### config.mk
export PLATFORM = sky130hd
export DESIGN_NAME = rsmp_ram
export DESIGN_NICKNAME = d
export VERILOG_FILES = /design/src/design/rsmp_ram.sv
export SDC_FILE = /design/constraint.sdc
export NUM_CORES = 2
export LEC_CHECK = 0
export BUFFER_PORTS_ARGS = -buffer_cell sky130_fd_sc_hd__clkbuf_2
export CORE_ASPECT_RATIO = 1.4
export CORE_UTILIZATION = 57
export DETAILED_ROUTE_END_ITERATION = 10
export GPL_ROUTABILITY_DRIVEN = 0
export PLACE_DENSITY = 0.74
export SYNTH_ARGS = -nofsm -noshare
export SYNTH_HDL_FRONTEND = slang
export SYNTH_MEMORY_MAX_BITS = 65536
export SYNTH_SLANG_ARGS = --single-unit
### constraint.sdc
create_clock -name clock -period 6.2 [get_ports clock]
set_input_delay 1.24 -clock clock [delete_from_list [all_inputs] [get_ports clock]]
set_output_delay 1.24 -clock clock [all_outputs]
set_load 0.02 [all_outputs]
### src/design/rsmp_ram.sv
// generic single write port ram with registered read
module rsmp_ram #(
   parameter int WIDTH = 18,
   parameter int DEPTH = 256
) (
   input  logic                     clock,
   input  logic                     we,
   input  logic [$clog2(DEPTH)-1:0] waddr,
   input  logic [WIDTH-1:0]         wdata,
   input  logic [$clog2(DEPTH)-1:0] raddr,
   output logic [WIDTH-1:0]         rdata
);

   logic [WIDTH-1:0] mem_ff [DEPTH];
   logic [WIDTH-1:0] rdata_ff;

   always_ff @(posedge clock) begin
      if (we) begin
         mem_ff[waddr] <= wdata;
      end
      rdata_ff <= mem_ff[raddr];
   end

   assign rdata = rdata_ff;

endmodule

* After elaboration in Yosys (flattened, before gate mapping) *
Memories as Yosys holds them, arrays and structs flattened. A register that Yosys moved wholly into a read port is not among the register bits.
Cells that the tools add are included.

cells by class
  muxes and demuxes = 2

operator list
  kind     count
  $mux W1  2

word-level totals
  register bits = 0
  bits in writable memories = 4,608
  bits of input ports = 36
  output and inout port bits = 18
  logic and storage cells = 3
  memories = 1

memories
  memory  words  width  rd ports  clocked after memory_dff  wr ports  line  source
  mem_ff  256    18     1         1                         1         14    logic [WIDTH-1:0] mem_ff [DEPTH];

* Depth between registers and ports, before layout *
  word-level depth = 2
  depth in mapped cells = 12
  depth with buffers taken out = 7

* Worst setup path before layout *
OpenSTA, ideal clock, no wires.

  path type = input to register
  start point = input waddr[3]
  end point = memory mem_ff[235][0] (enable)
  setup time = 393 ps
  arrival = 3,099 ps
  data required time = 5,807 ps
  slack = 2,708 ps
  stages = 6
  path buffers = 3
  path through = clkbuf_1 > nor2b_1 > clkbuf_1 > nand4_1 > clkbuf_1 > nor2_1

RTL lines
  item                line  source
  start: declaration  8     input logic [$clog2(DEPTH)-1:0] waddr,
  end: declaration    14

No word-level cell before the write port.

==> impl_metrics.env <==
export IMPL_dpl_cell_count=12480
export IMPL_slew_viol_final=11
export IMPL_cts_hold_repair_buffers=0
export IMPL_number_of_vias_after_detailed_routing=90500
export IMPL_post_layout_nonfiller_instances=13230
export IMPL_yosys_register_bits=4626
export IMPL_layout_drive_gt1_share_pct=24.55
export IMPL_period_needed_ps=4260
export IMPL_stdcell_area_mm2=0.1990
export IMPL_worst_ir_drop_on_vdd_mv=0.2556
export IMPL_busiest_layer="met2"
export IMPL_grt_overflow_total=0
export IMPL_ys_warnings_count=0
export IMPL_place_area_mm2=0.1858
export IMPL_drtIter0Drc=12780
export IMPL_detail_routed_via_count_per_cell=6.839
export IMPL_synth_async_reset_ratio_pct=0
export IMPL_tritoncts_clock_tree="done"
export IMPL_leading_cell_type_by_number_of_instances_after_synthesis="sky130_fd_sc_hd__edfxtp_1"
export IMPL_clk_pin_slew_worst_paths_ps=70
export IMPL_synth_net_count=8317
export IMPL_worst_skew_pair_late_latency_ps=960
export IMPL_htree_levels=5
export IMPL_achievable_frequency_mhz=234.8
export IMPL_clk_path_buf_depth=4
export IMPL_post_cts_repair_setup_buffers=0
export IMPL_rsz0062_at_grt="false"
export IMPL_p_leak_nw=63.24
export IMPL_worst_clock_skew_ps=49.04
export IMPL_io_pins=54
export IMPL_flow_area_growth_from_synthesis_pct=11.68
export IMPL_max_cap_violations=1
export IMPL_count_of_different_cell_masters_after_synthesis=41
export IMPL_groute_layer_met2_usage_pct=48.22
export IMPL_dp_hpwl_mm=279.7
export IMPL_rr_startpoint="mem_ff[21][4]"
export IMPL_portion_of_the_clock_cycle_consumed_by_the_worst_path_in_the_final_layout_pct=68.71
export IMPL_synth_flop_cell="sky130_fd_sc_hd__edfxtp_1"
export IMPL_number_of_global_route_vias_before_repair=89930
export IMPL_synth_area_leaders="sky130_fd_sc_hd__edfxtp_1 (78%), sky130_fd_sc_hd__mux4_2 (11%), sky130_fd_sc_hd__mux2i_1 (4.4%)"
export IMPL_grt_met3_usage_pct=5.860
export IMPL_result_of_the_run="finished with violations"
export IMPL_syn_area_mm2=0.1782
export IMPL_worst_r2r_endpoint="rdata[4]"
export IMPL_clock_sink_count=4626
export IMPL_routed_wire_length_per_instance_um=35.56
export IMPL_timing_final_hold_violations=0
export IMPL_antenna_found_initial=26
export IMPL_critical_path_class="in -> reg"
export IMPL_proportion_of_netlist_area_held_by_the_largest_area_contributor_pct=77.64
export IMPL_syn_avg_cell_area_um2=21.52
export IMPL_worst_pin_slew_ps=1518
export IMPL_cp_startpoint="raddr[0]"
export IMPL_groute_usage_overall_pct=29.86
export IMPL_crit_path_end="rdata[7]"
export IMPL_synth_sequential_area_ratio_pct=77.84
export IMPL_placement_io_buffers=53
export IMPL_num_nets_final=8774
export IMPL_fp_coreArea_mm2=0.3107
export IMPL_ff_latch_area_mm2=0.1387
export IMPL_grt_pass1_wl_mm=663.2
export IMPL_grt_start_max_net_pins=182
export IMPL_critical_path_required_ps=6950
export IMPL_number_of_nets_with_antenna_violations_after_detailed_routing=0
export IMPL_timing_hold_worst_class="in -> reg"
export IMPL_max_slew_margin_pct=-1.731
export IMPL_worst_setup_path_start_kind="input port"
export IMPL_grt_met1_usage_pct=37.94
export IMPL_cp_arrival_ps=5010
export IMPL_start_util_pct=57.37
export IMPL_synth_edf_count=4608
export IMPL_fill_cells=19880
export IMPL_multi_input_area_mm2=0.03696
export IMPL_cts_made_buffers=406
export IMPL_critical_path_endpoint_type="flip-flop"
export IMPL_cts_repair_resized=0
export IMPL_violations_in_the_final_reports="capacitance limit, slew limit"
export IMPL_worst_r2r_path_depth=5
export IMPL_setup_tns_ps=0
export IMPL_totalWireLength_mm=470.6
export IMPL_r2r_setup_slack_ps=2940
export IMPL_netlist_top_cells_count="sky130_fd_sc_hd__edfxtp_1 (4608), sky130_fd_sc_hd__mux4_2 (864), sky130_fd_sc_hd__mux2i_1 (792)"
export IMPL_die_width_um=474.6
export IMPL_worst_path_max_fanout=58
export IMPL_cellPowerDensity_mw_per_mm2=317.4
export IMPL_floorplan_die_height_um=663.6
export IMPL_cell_type_with_the_highest_aggregate_area_in_the_netlist="sky130_fd_sc_hd__edfxtp_1"
export IMPL_drt_drc_violations_left=0
export IMPL_detail_route_first_pass_iterations=8
export IMPL_setup_viol_count_final=0
export IMPL_cts_root_buffer_cell="sky130_fd_sc_hd__clkbuf_16"
export IMPL_floorplan_die_area_mm2=0.3149
export IMPL_synthCells=8281
export IMPL_row_count=242
==> sequential cells by signal, summed over array words and instances, names as in the netlist <==
name and flops:
mem_ff 4608, rdata 18
==> routing by layer <==
metal / vias to the layer above / wire [um]
met2: 5959 / 229800
met3: 1139 / 48790
met4: 30 / 32550
li1: 36040 / -
met5: - / 227
met1: 47330 / 159300
==> per-stage QoR <==
step	utilization, %	power [mW]	setup WS [ps]	hold WS, ps
after global routing	64.06	64.47	1797	637.8
after detailed placement	59.80	38.40	1028	1034
final	64.07	63.18	1940	667.5
after global placement	59.79	38.33	1015	1018
after floorplan	-	36.91	2708	863.2
after CTS	64.06	63.26	1970	616.5
==> cells in the final DEF, fill, tap and decap left out, types with 45 or more instances in the layout <==
| cell type | Yosys | final |
|---|---|---|
| sky130_fd_sc_hd__a22oi_1 | 51 | 51 |
| sky130_fd_sc_hd__nand2_1 | 81 | 80 |
| sky130_fd_sc_hd__mux2i_1 | 792 | 792 |
| sky130_fd_sc_hd__bufinv_16 | 0 | 45 |
| sky130_fd_sc_hd__nor3_1 | 159 | 154 |
| sky130_fd_sc_hd__nor2_2 | 0 | 183 |
| sky130_fd_sc_hd__buf_4 | 33 | 438 |
| sky130_fd_sc_hd__clkinv_1 | 1 | 81 |
| sky130_fd_sc_hd__edfxtp_1 | 4608 | 4608 |
| sky130_fd_sc_hd__mux4_2 | 864 | 864 |
| sky130_fd_sc_hd__nor2_1 | 290 | 106 |
| sky130_fd_sc_hd__clkinv_2 | 0 | 83 |
| sky130_fd_sc_hd__clkbuf_1 | 228 | 75 |
| sky130_fd_sc_hd__clkbuf_16 | 0 | 417 |
| sky130_fd_sc_hd__a21oi_1 | 190 | 190 |
| sky130_fd_sc_hd__o22ai_1 | 238 | 238 |
| sky130_fd_sc_hd__buf_12 | 12 | 55 |
| sky130_fd_sc_hd__o221ai_1 | 317 | 317 |
==> area by class of cell <==
cell class / instances / share of cell area [%]
Clock buffer: 498 / 5.426
Antenna cell: 9 / 0.01132
Timing Repair Buffer: 545 / 2.439
Inverter: 4 / 0.01383
Multi-Input combinational cell: 3155 / 18.57
Tap cell: 4148 / 2.608
Clock inverter: 248 / 1.228
Sequential cell: 4626 / 69.70
==> worst max-delay path, cell delays in order <==
cell	delay, ps
sky130_fd_sc_hd__buf_12	500
sky130_fd_sc_hd__buf_4	760
sky130_fd_sc_hd__mux4_2	610
sky130_fd_sc_hd__mux4_2	460
sky130_fd_sc_hd__a22o_1	250
sky130_fd_sc_hd__nor4_2	940
sky130_fd_sc_hd__nor4_2	140
==> worst min-delay path by stage <==
| stage | slack (ps) | startpoint | endpoint | cells past startpoint |
|---|---|---|---|---|
| global placement | 1020 | mem_ff[200][9] | rdata[9] | 6 |
| global route | 640 | wdata[6] | mem_ff[191][6] | 1 |
| CTS | 620 | wdata[6] | mem_ff[186][6] | 1 |
| floorplan | 860 | mem_ff[104][10] | rdata[10] | 6 |
| finish | 670 | wdata[6] | mem_ff[186][6] | 1 |
| detailed placement | 1030 | mem_ff[218][8] | rdata[8] | 6 |
==> power by group <==
group / total, mW / switching [mW] / leakage, nW / internal [mW]
clock network: 25.4 / 11.1 / 6.46 / 14.3
registers: 34.5 / 0.0652 / 41.6 / 34.5
logic: 3.25 / 2.17 / 15.2 / 1.08
total: 63.2 / 13.3 / 63.2 / 49.8
==> cell families after synthesis <==
group / synth area share [%]
AND/OR/NAND/NOR: 1.658
flip-flops: 77.84
AO/OA/AOI/OAI: 3.406
buffers and inverters: 1.726
multiplexers: 15.37
Note: power is estimated with default switching activity, not from simulation.
