**src/design/rsmp_pkg.sv**
```systemverilog
// shared types, constants and helper functions of the polyphase resampler
package rsmp_pkg;

   localparam int SAMPLE_BITS = 16;
   localparam int COEF_BITS   = 18;
   localparam int COEF_FRAC   = 15;
   localparam int CFG_BITS    = 5;
   localparam int HIST_DEPTH  = 16;
   localparam int COEF_DEPTH  = 256;
   localparam int COEF_AW     = $clog2(COEF_DEPTH);
   localparam int CNT_BITS    = $clog2(HIST_DEPTH);
   localparam int PHASE_BITS  = CFG_BITS;
   localparam int PROD_BITS   = SAMPLE_BITS + COEF_BITS;
   localparam int ACC_BITS    = PROD_BITS + CNT_BITS;
   localparam int SAT_W       = ACC_BITS - COEF_FRAC + 1;
   localparam int CSR_IDX_BITS = 2;

   localparam logic [CFG_BITS-1:0] MAX_INTERP         = CFG_BITS'(16);
   localparam logic [CFG_BITS-1:0] TAPS_PER_PHASE_MAX = CFG_BITS'(HIST_DEPTH);
   localparam logic [CNT_BITS-1:0] CNT_LAST           = CNT_BITS'(HIST_DEPTH - 1);

   localparam logic [CSR_IDX_BITS-1:0] CSR_INTERP = CSR_IDX_BITS'(0);
   localparam logic [CSR_IDX_BITS-1:0] CSR_DECIM  = CSR_IDX_BITS'(1);
   localparam logic [CSR_IDX_BITS-1:0] CSR_TAPS   = CSR_IDX_BITS'(2);

   localparam logic REQ_COEF   = 1'b0;
   localparam logic REQ_SAMPLE = 1'b1;

   localparam logic signed [ACC_BITS:0] RND_HALF =
      {{(ACC_BITS - COEF_FRAC + 1){1'b0}}, 1'b1, {(COEF_FRAC - 1){1'b0}}};
   localparam logic signed [SAT_W-1:0] SAT_HI =
      {{(SAT_W - SAMPLE_BITS + 1){1'b0}}, {(SAMPLE_BITS - 1){1'b1}}};
   localparam logic signed [SAT_W-1:0] SAT_LO = ~SAT_HI;

   typedef enum logic [2:0] {
      ST_CLEAR,
      ST_IDLE,
      ST_CALC,
      ST_WAIT,
      ST_FINISH
   } state_type;

   typedef struct packed {
      logic signed [SAMPLE_BITS-1:0] re;
      logic signed [SAMPLE_BITS-1:0] im;
   } cplx_type;

   typedef struct packed {
      logic vld;
      logic use_tap;
      logic first;
      logic last;
   } mac_ctl_type;

   function automatic logic [CFG_BITS-1:0] clamp_cfg(input logic [CFG_BITS-1:0] v,
                                                     input logic [CFG_BITS-1:0] hi);
      logic [CFG_BITS-1:0] r;
      if (v == '0) begin
         r = CFG_BITS'(1);
      end else if (v > hi) begin
         r = hi;
      end else begin
         r = v;
      end
      return r;
   endfunction

   // round half up, then saturate to the sample width
   function automatic logic signed [SAMPLE_BITS-1:0] round_sat(
      input logic signed [ACC_BITS-1:0] acc);
      logic signed [ACC_BITS:0]  sum;
      logic signed [SAT_W-1:0]   shr;
      logic signed [SAMPLE_BITS-1:0] r;
      sum = (ACC_BITS + 1)'(acc) + RND_HALF;
      shr = sum[ACC_BITS:COEF_FRAC];
      if (shr > SAT_HI) begin
         r = SAT_HI[SAMPLE_BITS-1:0];
      end else if (shr < SAT_LO) begin
         r = SAT_LO[SAMPLE_BITS-1:0];
      end else begin
         r = shr[SAMPLE_BITS-1:0];
      end
      return r;
   endfunction

endpackage

```
**src/design/rsmp_mac.sv**
```systemverilog
// complex multiply-accumulate over one branch, with rounding and saturation of the sum
module rsmp_mac import rsmp_pkg::*; (
   input  logic                          clock,
   input  logic                          reset,
   input  mac_ctl_type                   ctl,
   input  cplx_type                      hist,
   input  logic signed [COEF_BITS-1:0]   coef,
   output logic                          done,
   output logic signed [SAMPLE_BITS-1:0] res_re,
   output logic signed [SAMPLE_BITS-1:0] res_im
);

   // stage a lines the history value up with the registered coefficient read
   mac_ctl_type                 ctl_a_ff;
   cplx_type                    hist_a_ff;
   mac_ctl_type                 ctl_b_ff;
   logic signed [PROD_BITS-1:0] prod_re_ff;
   logic signed [PROD_BITS-1:0] prod_im_ff;
   logic signed [PROD_BITS-1:0] prod_re_in;
   logic signed [PROD_BITS-1:0] prod_im_in;
   logic signed [ACC_BITS-1:0]  acc_re_ff;
   logic signed [ACC_BITS-1:0]  acc_im_ff;
   logic signed [ACC_BITS-1:0]  acc_re_in;
   logic signed [ACC_BITS-1:0]  acc_im_in;
   logic                        done_ff;
   logic                        done_in;

   always_comb begin
      prod_re_in = '0;
      prod_im_in = '0;
      if (ctl_a_ff.use_tap) begin
         prod_re_in = coef * hist_a_ff.re;
         prod_im_in = coef * hist_a_ff.im;
      end
   end

   always_comb begin
      acc_re_in = acc_re_ff;
      acc_im_in = acc_im_ff;
      if (ctl_b_ff.vld) begin
         if (ctl_b_ff.first) begin
            acc_re_in = ACC_BITS'(prod_re_ff);
            acc_im_in = ACC_BITS'(prod_im_ff);
         end else begin
            acc_re_in = acc_re_ff + ACC_BITS'(prod_re_ff);
            acc_im_in = acc_im_ff + ACC_BITS'(prod_im_ff);
         end
      end
      done_in = ctl_b_ff.vld & ctl_b_ff.last;
   end

   always_ff @(posedge clock) begin
      if (reset) begin
         ctl_a_ff <= '0;
         ctl_b_ff <= '0;
         done_ff  <= 1'b0;
      end else begin
         ctl_a_ff <= ctl;
         ctl_b_ff <= ctl_a_ff;
         done_ff  <= done_in;
      end
   end

   always_ff @(posedge clock) begin
      hist_a_ff  <= hist;
      prod_re_ff <= prod_re_in;
      prod_im_ff <= prod_im_in;
      acc_re_ff  <= acc_re_in;
      acc_im_ff  <= acc_im_in;
   end

   assign done   = done_ff;
   assign res_re = round_sat(acc_re_ff);
   assign res_im = round_sat(acc_im_ff);

endmodule

```
**config.mk**
```make
export PLATFORM = sky130hd
export DESIGN_NAME = rsmp_mac
export DESIGN_NICKNAME = d
export VERILOG_FILES = /design/src/design/rsmp_pkg.sv /design/src/design/rsmp_mac.sv
export SDC_FILE = /design/constraint.sdc
export NUM_CORES = 2
export LEC_CHECK = 0
export ABC_AREA = 0
export BUFFER_PORTS_ARGS = -buffer_cell sky130_fd_sc_hd__buf_2
export CAP_MARGIN = 20
export CORE_ASPECT_RATIO = 1.5
export CORE_MARGIN = 2
export CORE_UTILIZATION = 35
export DETAILED_ROUTE_END_ITERATION = 8
export SLEW_MARGIN = 20
export SYNTH_ARGS = -nofsm -noshare
export SYNTH_HDL_FRONTEND = slang
export SYNTH_SLANG_ARGS = --single-unit
```
**constraint.sdc**
```tcl
create_clock -name clock -period 12.9 [get_ports clock]
set_input_delay 2.58 -clock clock [delete_from_list [all_inputs] [get_ports clock]]
set_output_delay 2.58 -clock clock [all_outputs]
set_load 0.03 [all_outputs]
```
# [Word level (Yosys, flattened, before mapping)]
# Cells that the tools add are included.
[word_totals] ff_bits=184 out_inout_bits=33
[classes] n_addsub=4 n_mul=2 n_lt_le_gt_ge=4 mux=6 bitwise=1
[ops] operator="38-bit by 16-bit adder with 39-bit output (second input constant)" count=2
[ops] operator="38-bit by 34-bit adder with 38-bit output" count=2
[ops] operator="38-bit 2-to-1 mux" count=2
[ops] operator="18-bit by 16-bit multiplier with 34-bit output" count=2
[ops] operator="16-bit 2-to-1 mux" count=4
[ops] operator="24-bit by 16-bit > comparator with 1-bit output (second input constant)" count=2
[ops] operator="24-bit by 16-bit < comparator with 1-bit output (second input constant)" count=2
[ops] operator="1-bit AND" count=1

# [Longest topological paths before layout]
[depth] word_depth=4 depth_mapped=24 ltp_nobuf=23

# [Least setup slack after synthesis]
# OpenSTA, ideal clock, no wires.
[synth_timing] path_kind="input port to flip-flop" startpoint="input port coef[17]" endpoint="register prod_re_ff[32]" setup_ns=0.127 arrival_ns=8.190 required_time_ns=12.773 path_slack_ns=4.583 cell_stages=21 path_cell_list="clkbuf_1 > nand2_1 > inv_1 > fa_1 > inv_1 > fa_1 > fa_1 > fa_1 > fa_1 > fa_1 > inv_1 > ha_1 > a21o_1 > a21o_1 > a21o_1 > a21oi_1 > nor3b_2 > a21boi_1 > a21o_1 > a21oi_1 > or3b_1"
[synth_via] elab_chain_cells=1
[synth_rtl] element="start: declaration" line_no="rsmp_mac.sv:7" rtl="input logic signed [COEF_BITS-1:0] coef,"
[synth_rtl] element="18-bit by 16-bit multiplier with 34-bit output" line_no="rsmp_mac.sv:32" rtl="prod_re_in = coef * hist_a_ff.re;"
[synth_rtl] element="end signal: assignment" line_no="rsmp_mac.sv:66" rtl="prod_re_ff <= prod_re_in;"
[synth_rtl] element="end: declaration" line_no="rsmp_mac.sv:17" rtl="logic signed [PROD_BITS-1:0] prod_re_ff;"
# No other way between the ends.
# A chain may end at the register's enable or synchronous reset.

# [Worst setup path after layout]
[layout_timing] startpoint="input port coef[13]" endpoint="register prod_re_ff[33]"
# Same word-level chain as after synthesis.

==> flow_summary.toml <==
[run_status]
status = "finished clean"

[timing]
slew_violations = 0
worst_pin_slew_ps = 997.9
hold_viol_final = 0
fin_crit_sh = 0.6762
fin_crit_ps = 8723
relSlewSlack = 0.3338
fmax_mhz = 114.6
finClkSkew_ps = 15.72
fin_ws_ps = 4177
rsz0062_at_grt = "false"
setup-violations-final = 0
fin_setup_tns_ps = 0

[clock_network]
postCtsSetupBuffers = 0
clk_pin_slew_worst_paths_ps = 80
cts_inserted_buffers = 17
cts_tree = "done"
cts.sinks = 184
cts_max_path_buffers = 2
htreeDepth = 4
cts_resized = 0
hold_buffers = 0
clock_latency_ps = 510
root_buffer = "clkbuf_16"

[worst_setup_path]
end_kind = "register"
regToRegSetupSlack_ps = 5940
worst_r2r_path_depth = 20
crit_start = "coef[13]"
worstPathCellList = "buf_2 -> nand2_1 -> fa_1 -> fa_1 -> fa_1 -> inv_1 -> fa_1 -> fa_1 -> inv_1 -> fa_1 -> inv_1 -> ha_1 -> a21o_1 -> a21o_1 -> a21oi_1 -> nand2_1 -> a21oi_1 -> nor3_1 -> o31ai_1 -> nand4_1 -> o311ai_0"
worstPathArrival_ps = 9120
cpMostUsedCell = "fa_1"
max_stage_delay_ps = 630
critical_path_class = "in2reg"
cp_slowest_cell = "buf_2"
r2r-end = "prod_re_ff[33]"
endpoint = "prod_re_ff[33]"
cp.required_ps = 13290
cp-start-kind = "primary input"
reg2reg_from = "hist_a_ff[23]"
worstPathMaxFanout = 32

[layout]
post-route-util = 0.3747
ff_latch_area_um2 = 4452
final_common_cell = "inv_1"
multiInputGateArea_um2 = 24700
drive_gt1_frac = 0.05118
num-nets-final = 4429
area_delta_synth_final_pct = 6.247
fillers = 9263
antennaDiodeCount = 0
final_cell_mix = "inv_1, fa_1, nand2_1"

[logic_synthesis]
synth-seq-cells = 184
synth_top_area_cell = "fa_1"
synthArstFlopShare = 0
synth_area_per_cell_um2 = 9.060
synth.area.top_cells = "fa_1, ha_1, inv_1"
synth_nets = 4450
synth_top_area_share = 0.3608
yosysUniqueCellTypes = 88
synth_seq_area_share = 0.1376
yosysWarnings = 0
synth_cells = 3564
synth_area_um2 = 32290
synth_edf_count = 76
synthFlopType = "dfxtp_1"

[routing]
drt-vias-per-instance = 4.991
drc = 0
wl_per_cell_um = 17.17
routed_wl_mm = 81.19
detail-route-antenna-nets = 0
vias = 23600
dr.pass1.iters = 5
drt_iter0_markers = 860

[die]
pin_count = 89
coreArea_um2 = 91550
start_util = 0.3527
dieWidth_um = 252.0
dieHeight_um = 376.0
die-area_um2 = 94750
fp-row-count = 136

[grt]
grt_max_degree = 90
grt_pass1_vias = 26360
overflow = 0
antenna_found_initial = 0
track_usage = 0.1792
grt_pass1_wl_mm = 134.7

[place]
dp_hpwl_mm = 66.13
place_ws_ps = 3715
port-buffer-count = 88
place_congestion = 0.8507

[run]
max-cap-violations = 0

[hold_path]
holdCritPathClass = "reg2reg"
min_from = "ctl_b_ff[0]"
[cells in the mapped netlist, drive strengths merged, types with 61 or more instances]
cell    count
xor2       61
nor2      140
edfxtp     76
o21ai     144
clkbuf    125
nand2     420
inv       690
fa        582
ha        248
xnor2      81
a21oi     127
and2      276
dfxtp     108
[routing by layer]
layer | global-route usage | vias to the layer above | part of all wire
li1 | - | 11150 | -
met1 | 0.1939 | 11930 | 0.39
met2 | 0.3526 | 380 | 0.55
met3 | 0.01893 | 152 | 0.025
met4 | 0.06766 | 0 | 0.033
met5 | 0 | - | 0
[area by class of cell]
class	instances	share of cell area
Multi-Input combinational cell	2551	0.7199
Sequential cell	184	0.1298
Inverter	690	0.07550
Tap cell	1173	0.04278
Timing Repair Buffer	99	0.01525
Clock buffer	19	0.01262
Clock inverter	13	0.004194
[kinds of logic (layout without fill, tap and decap cells)]
family | Yosys count | count (layout) | share of synthesized area
simple gates | 1078 | 1078 | 0.1683
fa+ha+maj | 830 | 830 | 0.4569
buf+inv | 829 | 821 | 0.09750
compound gates | 488 | 488 | 0.09688
flops | 184 | 184 | 0.1376
xor+xnor | 142 | 142 | 0.03852
mux | 13 | 13 | 0.004224
[worst min path at each step]
stage	end	depth (start not counted)
after floorplan	done	2
after global placement	done	2
after detailed placement	done	2
after CTS	done	2
after global routing	done	2
final	done	2
[registers in the layout, indices dropped and copies added, names as in the netlist]
name	flops
acc_im_ff	38
acc_re_ff	38
prod_im_ff	34
prod_re_ff	34
hist_a_ff	32
ctl_a_ff	4
ctl_b_ff	3
done	1
[metrics by stage]
stage | area [um^2] | std cells | hold WS (ps)
3_3_place_gp | 33730 | 4697 | 398.9
4_1_cts | 34310 | 4729 | 417.8
3_5_place_dp | 33730 | 4697 | 404.8
6_report | 34310 | 4729 | 414.6
2_1_floorplan | 32290 | 3564 | 395.2
5_1_grt | 34310 | 4729 | 433.6
[worst max-delay path: cells and delay by family]
family                     cells  cell delay [ps]
adders and majority gates      7             3310
buffers and inverters          4              780
and+or+nand+nor                4              640
AOI/OAI and AO/OA              6             1790
Power is left out: the tool's default activity adds up to more than one toggle a clock period on the data nets, which glitch-free logic cannot reach.
