### src/design/rsmp_pkg.sv
// shared types, constants and helper functions of the polyphase resampler
package rsmp_pkg;

   localparam int SAMPLE_BITS = 16;
   localparam int COEF_BITS   = 18;
   localparam int COEF_FRAC   = 15;
   localparam int CFG_BITS    = 5;
   localparam int HIST_DEPTH  = 16;
   localparam int COEF_DEPTH  = 256;
   localparam int COEF_AW     = $clog2(COEF_DEPTH);
   localparam int CNT_BITS    = $clog2(HIST_DEPTH);
   localparam int PHASE_BITS  = CFG_BITS;
   localparam int PROD_BITS   = SAMPLE_BITS + COEF_BITS;
   localparam int ACC_BITS    = PROD_BITS + CNT_BITS;
   localparam int SAT_W       = ACC_BITS - COEF_FRAC + 1;
   localparam int CSR_IDX_BITS = 2;

   localparam logic [CFG_BITS-1:0] MAX_INTERP         = CFG_BITS'(16);
   localparam logic [CFG_BITS-1:0] TAPS_PER_PHASE_MAX = CFG_BITS'(HIST_DEPTH);
   localparam logic [CNT_BITS-1:0] CNT_LAST           = CNT_BITS'(HIST_DEPTH - 1);

   localparam logic [CSR_IDX_BITS-1:0] CSR_INTERP = CSR_IDX_BITS'(0);
   localparam logic [CSR_IDX_BITS-1:0] CSR_DECIM  = CSR_IDX_BITS'(1);
   localparam logic [CSR_IDX_BITS-1:0] CSR_TAPS   = CSR_IDX_BITS'(2);

   localparam logic REQ_COEF   = 1'b0;
   localparam logic REQ_SAMPLE = 1'b1;

   localparam logic signed [ACC_BITS:0] RND_HALF =
      {{(ACC_BITS - COEF_FRAC + 1){1'b0}}, 1'b1, {(COEF_FRAC - 1){1'b0}}};
   localparam logic signed [SAT_W-1:0] SAT_HI =
      {{(SAT_W - SAMPLE_BITS + 1){1'b0}}, {(SAMPLE_BITS - 1){1'b1}}};
   localparam logic signed [SAT_W-1:0] SAT_LO = ~SAT_HI;

   typedef enum logic [2:0] {
      ST_CLEAR,
      ST_IDLE,
      ST_CALC,
      ST_WAIT,
      ST_FINISH
   } state_type;

   typedef struct packed {
      logic signed [SAMPLE_BITS-1:0] re;
      logic signed [SAMPLE_BITS-1:0] im;
   } cplx_type;

   typedef struct packed {
      logic vld;
      logic use_tap;
      logic first;
      logic last;
   } mac_ctl_type;

   function automatic logic [CFG_BITS-1:0] clamp_cfg(input logic [CFG_BITS-1:0] v,
                                                     input logic [CFG_BITS-1:0] hi);
      logic [CFG_BITS-1:0] r;
      if (v == '0) begin
         r = CFG_BITS'(1);
      end else if (v > hi) begin
         r = hi;
      end else begin
         r = v;
      end
      return r;
   endfunction

   // round half up, then saturate to the sample width
   function automatic logic signed [SAMPLE_BITS-1:0] round_sat(
      input logic signed [ACC_BITS-1:0] acc);
      logic signed [ACC_BITS:0]  sum;
      logic signed [SAT_W-1:0]   shr;
      logic signed [SAMPLE_BITS-1:0] r;
      sum = (ACC_BITS + 1)'(acc) + RND_HALF;
      shr = sum[ACC_BITS:COEF_FRAC];
      if (shr > SAT_HI) begin
         r = SAT_HI[SAMPLE_BITS-1:0];
      end else if (shr < SAT_LO) begin
         r = SAT_LO[SAMPLE_BITS-1:0];
      end else begin
         r = shr[SAMPLE_BITS-1:0];
      end
      return r;
   endfunction

endpackage

### src/design/rsmp_cell.sv
// one history cell: takes a new entry on a shift or its ring neighbor on a rotate
module rsmp_cell import rsmp_pkg::*; (
   input  logic     clock,
   input  logic     reset,
   input  logic     shift_en,
   input  logic     rot_en,
   input  cplx_type shift_din,
   input  cplx_type rot_din,
   output cplx_type q
);

   cplx_type q_ff;
   cplx_type q_in;

   always_comb begin
      q_in = q_ff;
      if (shift_en) begin
         q_in = shift_din;
      end else if (rot_en) begin
         q_in = rot_din;
      end
   end

   always_ff @(posedge clock) begin
      if (reset) begin
         q_ff <= '0;
      end else begin
         q_ff <= q_in;
      end
   end

   assign q = q_ff;

endmodule

### config.mk
export PLATFORM = sky130hd
export DESIGN_NAME = rsmp_cell
export DESIGN_NICKNAME = d
export VERILOG_FILES = /design/src/design/rsmp_pkg.sv /design/src/design/rsmp_cell.sv
export SDC_FILE = /design/constraint.sdc
export NUM_CORES = 1
export LEC_CHECK = 0
export ABC_AREA = 1
export BUFFER_PORTS_ARGS = -buffer_cell sky130_fd_sc_hd__buf_2
export CAP_MARGIN = 25
export CORE_MARGIN = 4
export CORE_UTILIZATION = 42
export CTS_CLUSTER_DIAMETER = 200
export DETAILED_ROUTE_END_ITERATION = 8
export PLACE_DENSITY = 0.79
export SLEW_MARGIN = 15
export SYNTH_ARGS = -nofsm -noshare
export SYNTH_HDL_FRONTEND = slang
export SYNTH_SLANG_ARGS = --single-unit
### constraint.sdc
create_clock -name clock -period 0.9 [get_ports clock]
set_input_delay 0.09 -clock clock [delete_from_list [all_inputs] [get_ports clock]]
set_output_delay 0.09 -clock clock [all_outputs]
set_load 0.005 [all_outputs]
After elaboration in Yosys (flattened, before gate mapping)
Index checks and enable logic that the tools add are counted.
W data, S select, Z words.
{"block": "word_totals", "output_inout_bits": 32, "inputBits": 68, "reg_bits": 32}
{"block": "op_classes", "reduce_logical": 1, "muxes": 2}
{"op": "$mux W32", "count": 2}
{"op": "$reduce_bool A2 Y1", "count": 1}

Longest topological paths before layout
Gate-level depths: netlist of run 1.
{"block": "depth", "depth_word": 2, "ltp_mapped": 7, "mapped_depth_nobuf": 5}

Worst setup path before layout of run 1
No wires, ideal clock.
{"block": "synth_path", "path_kind": "in2reg", "startpoint": "in rot_en", "endpoint": "reg q_ff, in the netlist q[0]", "setup_ns": 0.110, "slack_ns": 0.165, "t_arrival_ns": 0.625, "required_time_ns": 0.790, "cell_stages": 6, "cell_sequence": "buf_4 buf_2 nand3_1 nand3_1 nand2_1 inv_1"}
{"block": "synth_via", "elab_chain_cells": 1}
{"item": "start: declaration", "line_no": "rsmp_cell.sv:6", "rtl": "input logic rot_en,"}
{"item": "$reduce_bool A2 Y1 (no source line)"}
{"item": "end signal: assignment", "line_no": "rsmp_cell.sv:28", "rtl": "q_ff <= q_in;"}
{"item": "end: declaration", "line_no": "rsmp_cell.sv:12", "rtl": "cplx_type q_ff;"}
Every way passes these cells.
A chain may end at the register's enable or synchronous reset.

Worst setup path in the final report of run 1
{"block": "layout_path", "startpoint": "reg q_ff, in the netlist q[1]", "endpoint": "out q[1] (netlist name)"}
{"item": "end: declaration", "line_no": "rsmp_cell.sv:9", "rtl": "output cplx_type q"}
No word-level cell between the ends.

==> results of run 1 <==
kinds of logic after synthesis:
family / count (synthesis) / synth area share
DFF: 32 / 0.396
buffers and inverters: 51 / 0.155
and+or+nand+nor: 161 / 0.449
per-layer routing:
metal,GRT usage,up-vias
li1,-,939
met1,0.196,801
met2,0.326,62
met3,0.0518,2
met4,0.0447,0
met5,0,-
placed cells by master (no fill, tap or decap), drive strengths merged:
cell type,count
nand2,96
nand3,64
inv,34
dfxtp,32
nor2,1
buf,109
clkbuf,5
where the power goes:
part	internal, mW	switching, mW	leakage (nW)
Sequential	1.51	0.0518	0.265
Clock	0.496	0.424	0.0359
Combinational	0.325	0.318	1.11
final timing paths:
path	startpoint	depth (start not counted)	slack, ns	end
worst min-delay path	shift_din[18]	5	0.11	q[18]
worst max register to register	q[1]	4	0.25	q[1]
worst max-delay path	q[1]	1	0.06	q[1]
worst min register to register	q[31]	4	0.54	q[31]
stage by stage:
| stage | hold WS [ns] | area (µm²) |
|---|---|---|
| global route | 0.131 | 2240 |
| floorplan | 0.273 | 1620 |
| finish | 0.115 | 2240 |
| CTS | 0.109 | 2240 |
| detailed placement | 0.389 | 2170 |
| global placement | 0.383 | 2170 |
cell type report:
| type | count | area share |
|---|---|---|
| clock buffer | 5 | 0.0307 |
| tap | 48 | 0.0268 |
| timing repair buffer | 109 | 0.277 |
| sequential | 32 | 0.286 |
| multi-input combinational | 161 | 0.323 |
| inverter | 34 | 0.0569 |
==> reports/metrics.csv, run 1 <==
metric,value,unit
status,finished clean,
wirelength,4.28,mm
ys_types,12,
cp_slowest_cell,dfxtp_1,
largest_reg_flops,32,
viasPerCell,4.64,
dieArea,4910,µm²
fin_crit,0.837,ns
clk_latency,0.26,ns
powerDensity,1390,nW/µm²
cts_tree,done,
seq_area,641,µm²
start_util,0.439,
die_w,70.1,µm
synth_common_cells,"nand2_1 (86), nand3_1 (64), inv_1 (33)",
grt_max_degree,33,
p_leak,1.41,nW
die_y,70.1,µm
post_cts_resize_count,0,
syn_inst,244,
grt-ovfl-total,0,
cts.clk_slew.worst_paths,0.06,ns
met2_length,2.09,mm
drt-met1-wl,1.84,mm
path_max_fanout,2,
synth_top_flop_cell,dfxtp_1,
cp_data_required_time,0.81,ns
synth_area_leaders,"dfxtp_1 (40%), nand2_1 (20%), nand3_1 (20%)",
tns,0,ns
dp_cells,384,
rows,22,
drc,0,
async_reset_ff_frac,0,
grt_pass1_vias,1703,
drt_iter0_drc,49,
syn_nets,312,
cp-end-kind,primary output,
post-place-ws,-0.141,ns
instances_no_fill,389,
top_layer,met4,
port_buffers,99,
crit_buf_inv,1,
slowest_delay,0.36,ns
synth.most_common_cell,nand2_1,
ys_warn_count,0,
cts_buffer_depth,2,
ir_drop,1020,µV
finalCritPeriodShare,0.930,
cts_setup_buffers,0,
setup_viol,0,
synth_top_area_frac,0.396,
antenna_found_initial,0,
insertedDiodeCount,0,
ys_seq_area_frac,0.396,
fmax,1.19,GHz
multiInputGateArea,726,µm²
ant_nets,0,
hold_viol,0,
first_pass_iters,4,
cp_top_family,flip-flops,
coreArea,3690,µm²
final_nets,411,
place.detailed.hpwl,3.29,mm
cts_buffers,5,
met3_length,326,µm
path_cells,buf_2,
cts.hold.buffers_added,0,
worst_pin_slew,0.501,ns
grt_setup_unrepaired,no,
yosys.area.top_type,dfxtp_1,
cts_htree_levels,2,
num-fill-cells,385,
synth_edf_count,0,
fin_worst_skew,0,ns
gpl.final_weighted_congestion,0.820,
num_io_pins,100,
cp-start-kind,register,
track_usage,0.177,
critical_path_class,reg -> out,
hold_class,in -> reg,
maxSlewHeadroom,0.665,
finalPower,3.13,mW
avgSynthCellArea,6.63,µm²
ctsRootBufferMaster,clkbuf_8,
via_count,1804,
postLayoutCoreUtil,0.608,
grt_pass1_wl,7.17,mm
final_max_slew_viol_count,0,
max_cap_violations,0,
arrival,0.75,ns
drive_gt1_frac,0.370,
synth_seq_cells,32,
area_growth,38.7,%
netlist_area,1620,µm²
post_drt_wl_per_cell,11.0,µm
setup_ws,0.0626,ns
cts.sinks,32,
No activity file was read; power rests on OpenSTA's default activity.
==> inputs of run 2 (changes only) <==
--- a/config.mk
+++ b/config.mk
@@ -9,10 +9,10 @@
 export BUFFER_PORTS_ARGS = -buffer_cell sky130_fd_sc_hd__buf_2
 export CAP_MARGIN = 25
 export CORE_MARGIN = 4
-export CORE_UTILIZATION = 42
+export CORE_UTILIZATION = 46
 export CTS_CLUSTER_DIAMETER = 200
 export DETAILED_ROUTE_END_ITERATION = 8
-export PLACE_DENSITY = 0.79
+export PLACE_DENSITY = 0.85
 export SLEW_MARGIN = 15
 export SYNTH_ARGS = -nofsm -noshare
 export SYNTH_HDL_FRONTEND = slang
==> constraint.sdc (replaced) <==
create_clock -name clock -period 1 [get_ports clock]
set_input_delay 0.1 -clock clock [delete_from_list [all_inputs] [get_ports clock]]
set_output_delay 0.1 -clock clock [all_outputs]
set_load 0.005 [all_outputs]
==> reports/metrics.csv, run 2 (synthesis gave the netlist of run 1 again) <==
metric,value,unit
fmax,1.10,GHz
first_pass_iters,4,
die_w,67.3,µm
slowest_delay,0.36,ns
cts.hold.buffers_added,0,
wirelength,4.33,mm
clk_latency,0.31,ns
largest_reg_flops,32,
cts_htree_levels,2,
post_drt_wl_per_cell,11.3,µm
cts.clk_slew.worst_paths,0.09,ns
layout_common_cells,"buf_2 (99), nand2_1 (86), nand3_1 (64), inv_1 (33), dfxtp_1 (32)",
combPwrFrac,0.224,
final_common_cell,buf_2,
grt_pass1_vias,1584,
cts_setup_buffers,0,
final_max_slew_viol_count,0,
cp_top_family,flip-flops,
track_usage,0.198,
insertedDiodeCount,0,
p_sw_frac,0.274,
via_count,1809,
fin_worst_skew,0,ns
grt-ovfl-total,0,
multiInputGateArea,726,µm²
rr_startpoint,q[12],
setup_ws,0.0913,ns
p_sw,0.712,mW
post_cts_resize_count,0,
cts.sinks,32,
finalCritPeriodShare,0.909,
coreArea,3360,µm²
die_y,67.3,µm
r2r_end,q[12],
rows,21,
dp_cells,379,
path_cells,buf_2,
postLayoutCoreUtil,0.654,
clockPowerShare,0.235,
r2r_cells,4,
cp.depth,1,
cts_tree,done,
place.detailed.hpwl,3.28,mm
finalPower,2.60,mW
gpl.final_weighted_congestion,0.798,
fin_crit,0.909,ns
cp-startpoint,q[19],
antenna_found_initial,0,
drc,0,
grt_pass1_wl,6.78,mm
path_max_fanout,2,
p_leak,1.38,nW
grt_max_degree,33,
start_util,0.481,
drive_gt1_frac,0.364,
final_nets,408,
hold_class,in -> reg,
crit_buf_inv,1,
cp_data_required_time,0.90,ns
grt_setup_unrepaired,no,
reg2reg_slack,0.34,ns
critical_path_class,reg -> out,
cp-start-kind,register,
powerDensity,1180,nW/µm²
dieArea,4530,µm²
instances_no_fill,384,
port_buffers,99,
ant_nets,0,
p_seq_frac,0.541,
max_cap_violations,0,
viasPerCell,4.71,
maxSlewHeadroom,0.671,
status,finished clean,
num_io_pins,100,
cts_buffer_depth,2,
setup_viol,0,
num-fill-cells,333,
area_growth,36.0,%
seq_area,641,µm²
crit_path_end,q[19],
cts_buffers,5,
p_int,1.88,mW
ir_drop,716,µV
cp_slowest_cell,dfxtp_1,
worst_pin_slew,0.492,ns
arrival,0.81,ns
ctsRootBufferMaster,clkbuf_4,
hold_viol,0,
post-place-ws,-0.0746,ns
cp-end-kind,primary output,
drt_iter0_drc,74,
[run 2: cell count changes in the layout (fill, tap and decap cells not counted), sizes merged]
cell	change
buf	-3
[run 2: how the worst min path moves through the flow]
stage | start | endpoint | slack (ns) | cells past startpoint
detailed placement | shift_din[24] | q[24] | 0.40 | 5
global route | shift_din[8] | q[8] | 0.07 | 5
floorplan | reset | q[29] | 0.28 | 3
CTS | shift_din[11] | q[11] | 0.06 | 5
global placement | shift_din[11] | q[11] | 0.39 | 5
finish | shift_din[5] | q[5] | 0.07 | 5
[run 2: area by class of cell]
cell class | instances | share of cell area
Tap cell | 46 | 0.0262
Clock buffer | 5 | 0.0171
Inverter | 34 | 0.0580
Timing Repair Buffer | 106 | 0.278
Multi-Input combinational cell | 161 | 0.330
Sequential cell | 32 | 0.291
[run 2: worst reg2reg max path, delay by kind of cell (launching register included)]
kind | cells | cell delay, ns
buffers and inverters | 1 | 0.04
DFF | 1 | 0.33
and+or+nand+nor | 3 | 0.19
[run 2: per-stage QoR]
step	TNS, ns	hold WS, ns	cell area [µm²]
6_report	0	0.0697	2200
5_1_grt	0	0.0724	2200
3_5_place_dp	-0.789	0.400	2160
3_3_place_gp	-0.00750	0.393	2160
2_1_floorplan	0	0.283	1620
4_1_cts	0	0.0576	2200
[run 2: power by group through the flow]
stage	registers (mW)	logic [mW]	clock network, mW
6_report	1.40	0.581	0.610
5_1_grt	1.41	0.657	0.689
4_1_cts	1.40	0.588	0.642
3_5_place_dp	1.43	0.586	0
3_3_place_gp	1.43	0.576	0
2_1_floorplan	1.44	0.299	0
[run 2: per-layer routing]
| layer | vias to the layer above | GRT usage | wire length (µm) |
|---|---|---|---|
| li1 | 936 | - | - |
| met1 | 798 | 0.218 | 1710 |
| met2 | 69 | 0.353 | 2160 |
| met3 | 6 | 0.0566 | 401 |
| met4 | 0 | 0.0835 | 55 |
| met5 | - | 0 | 0 |
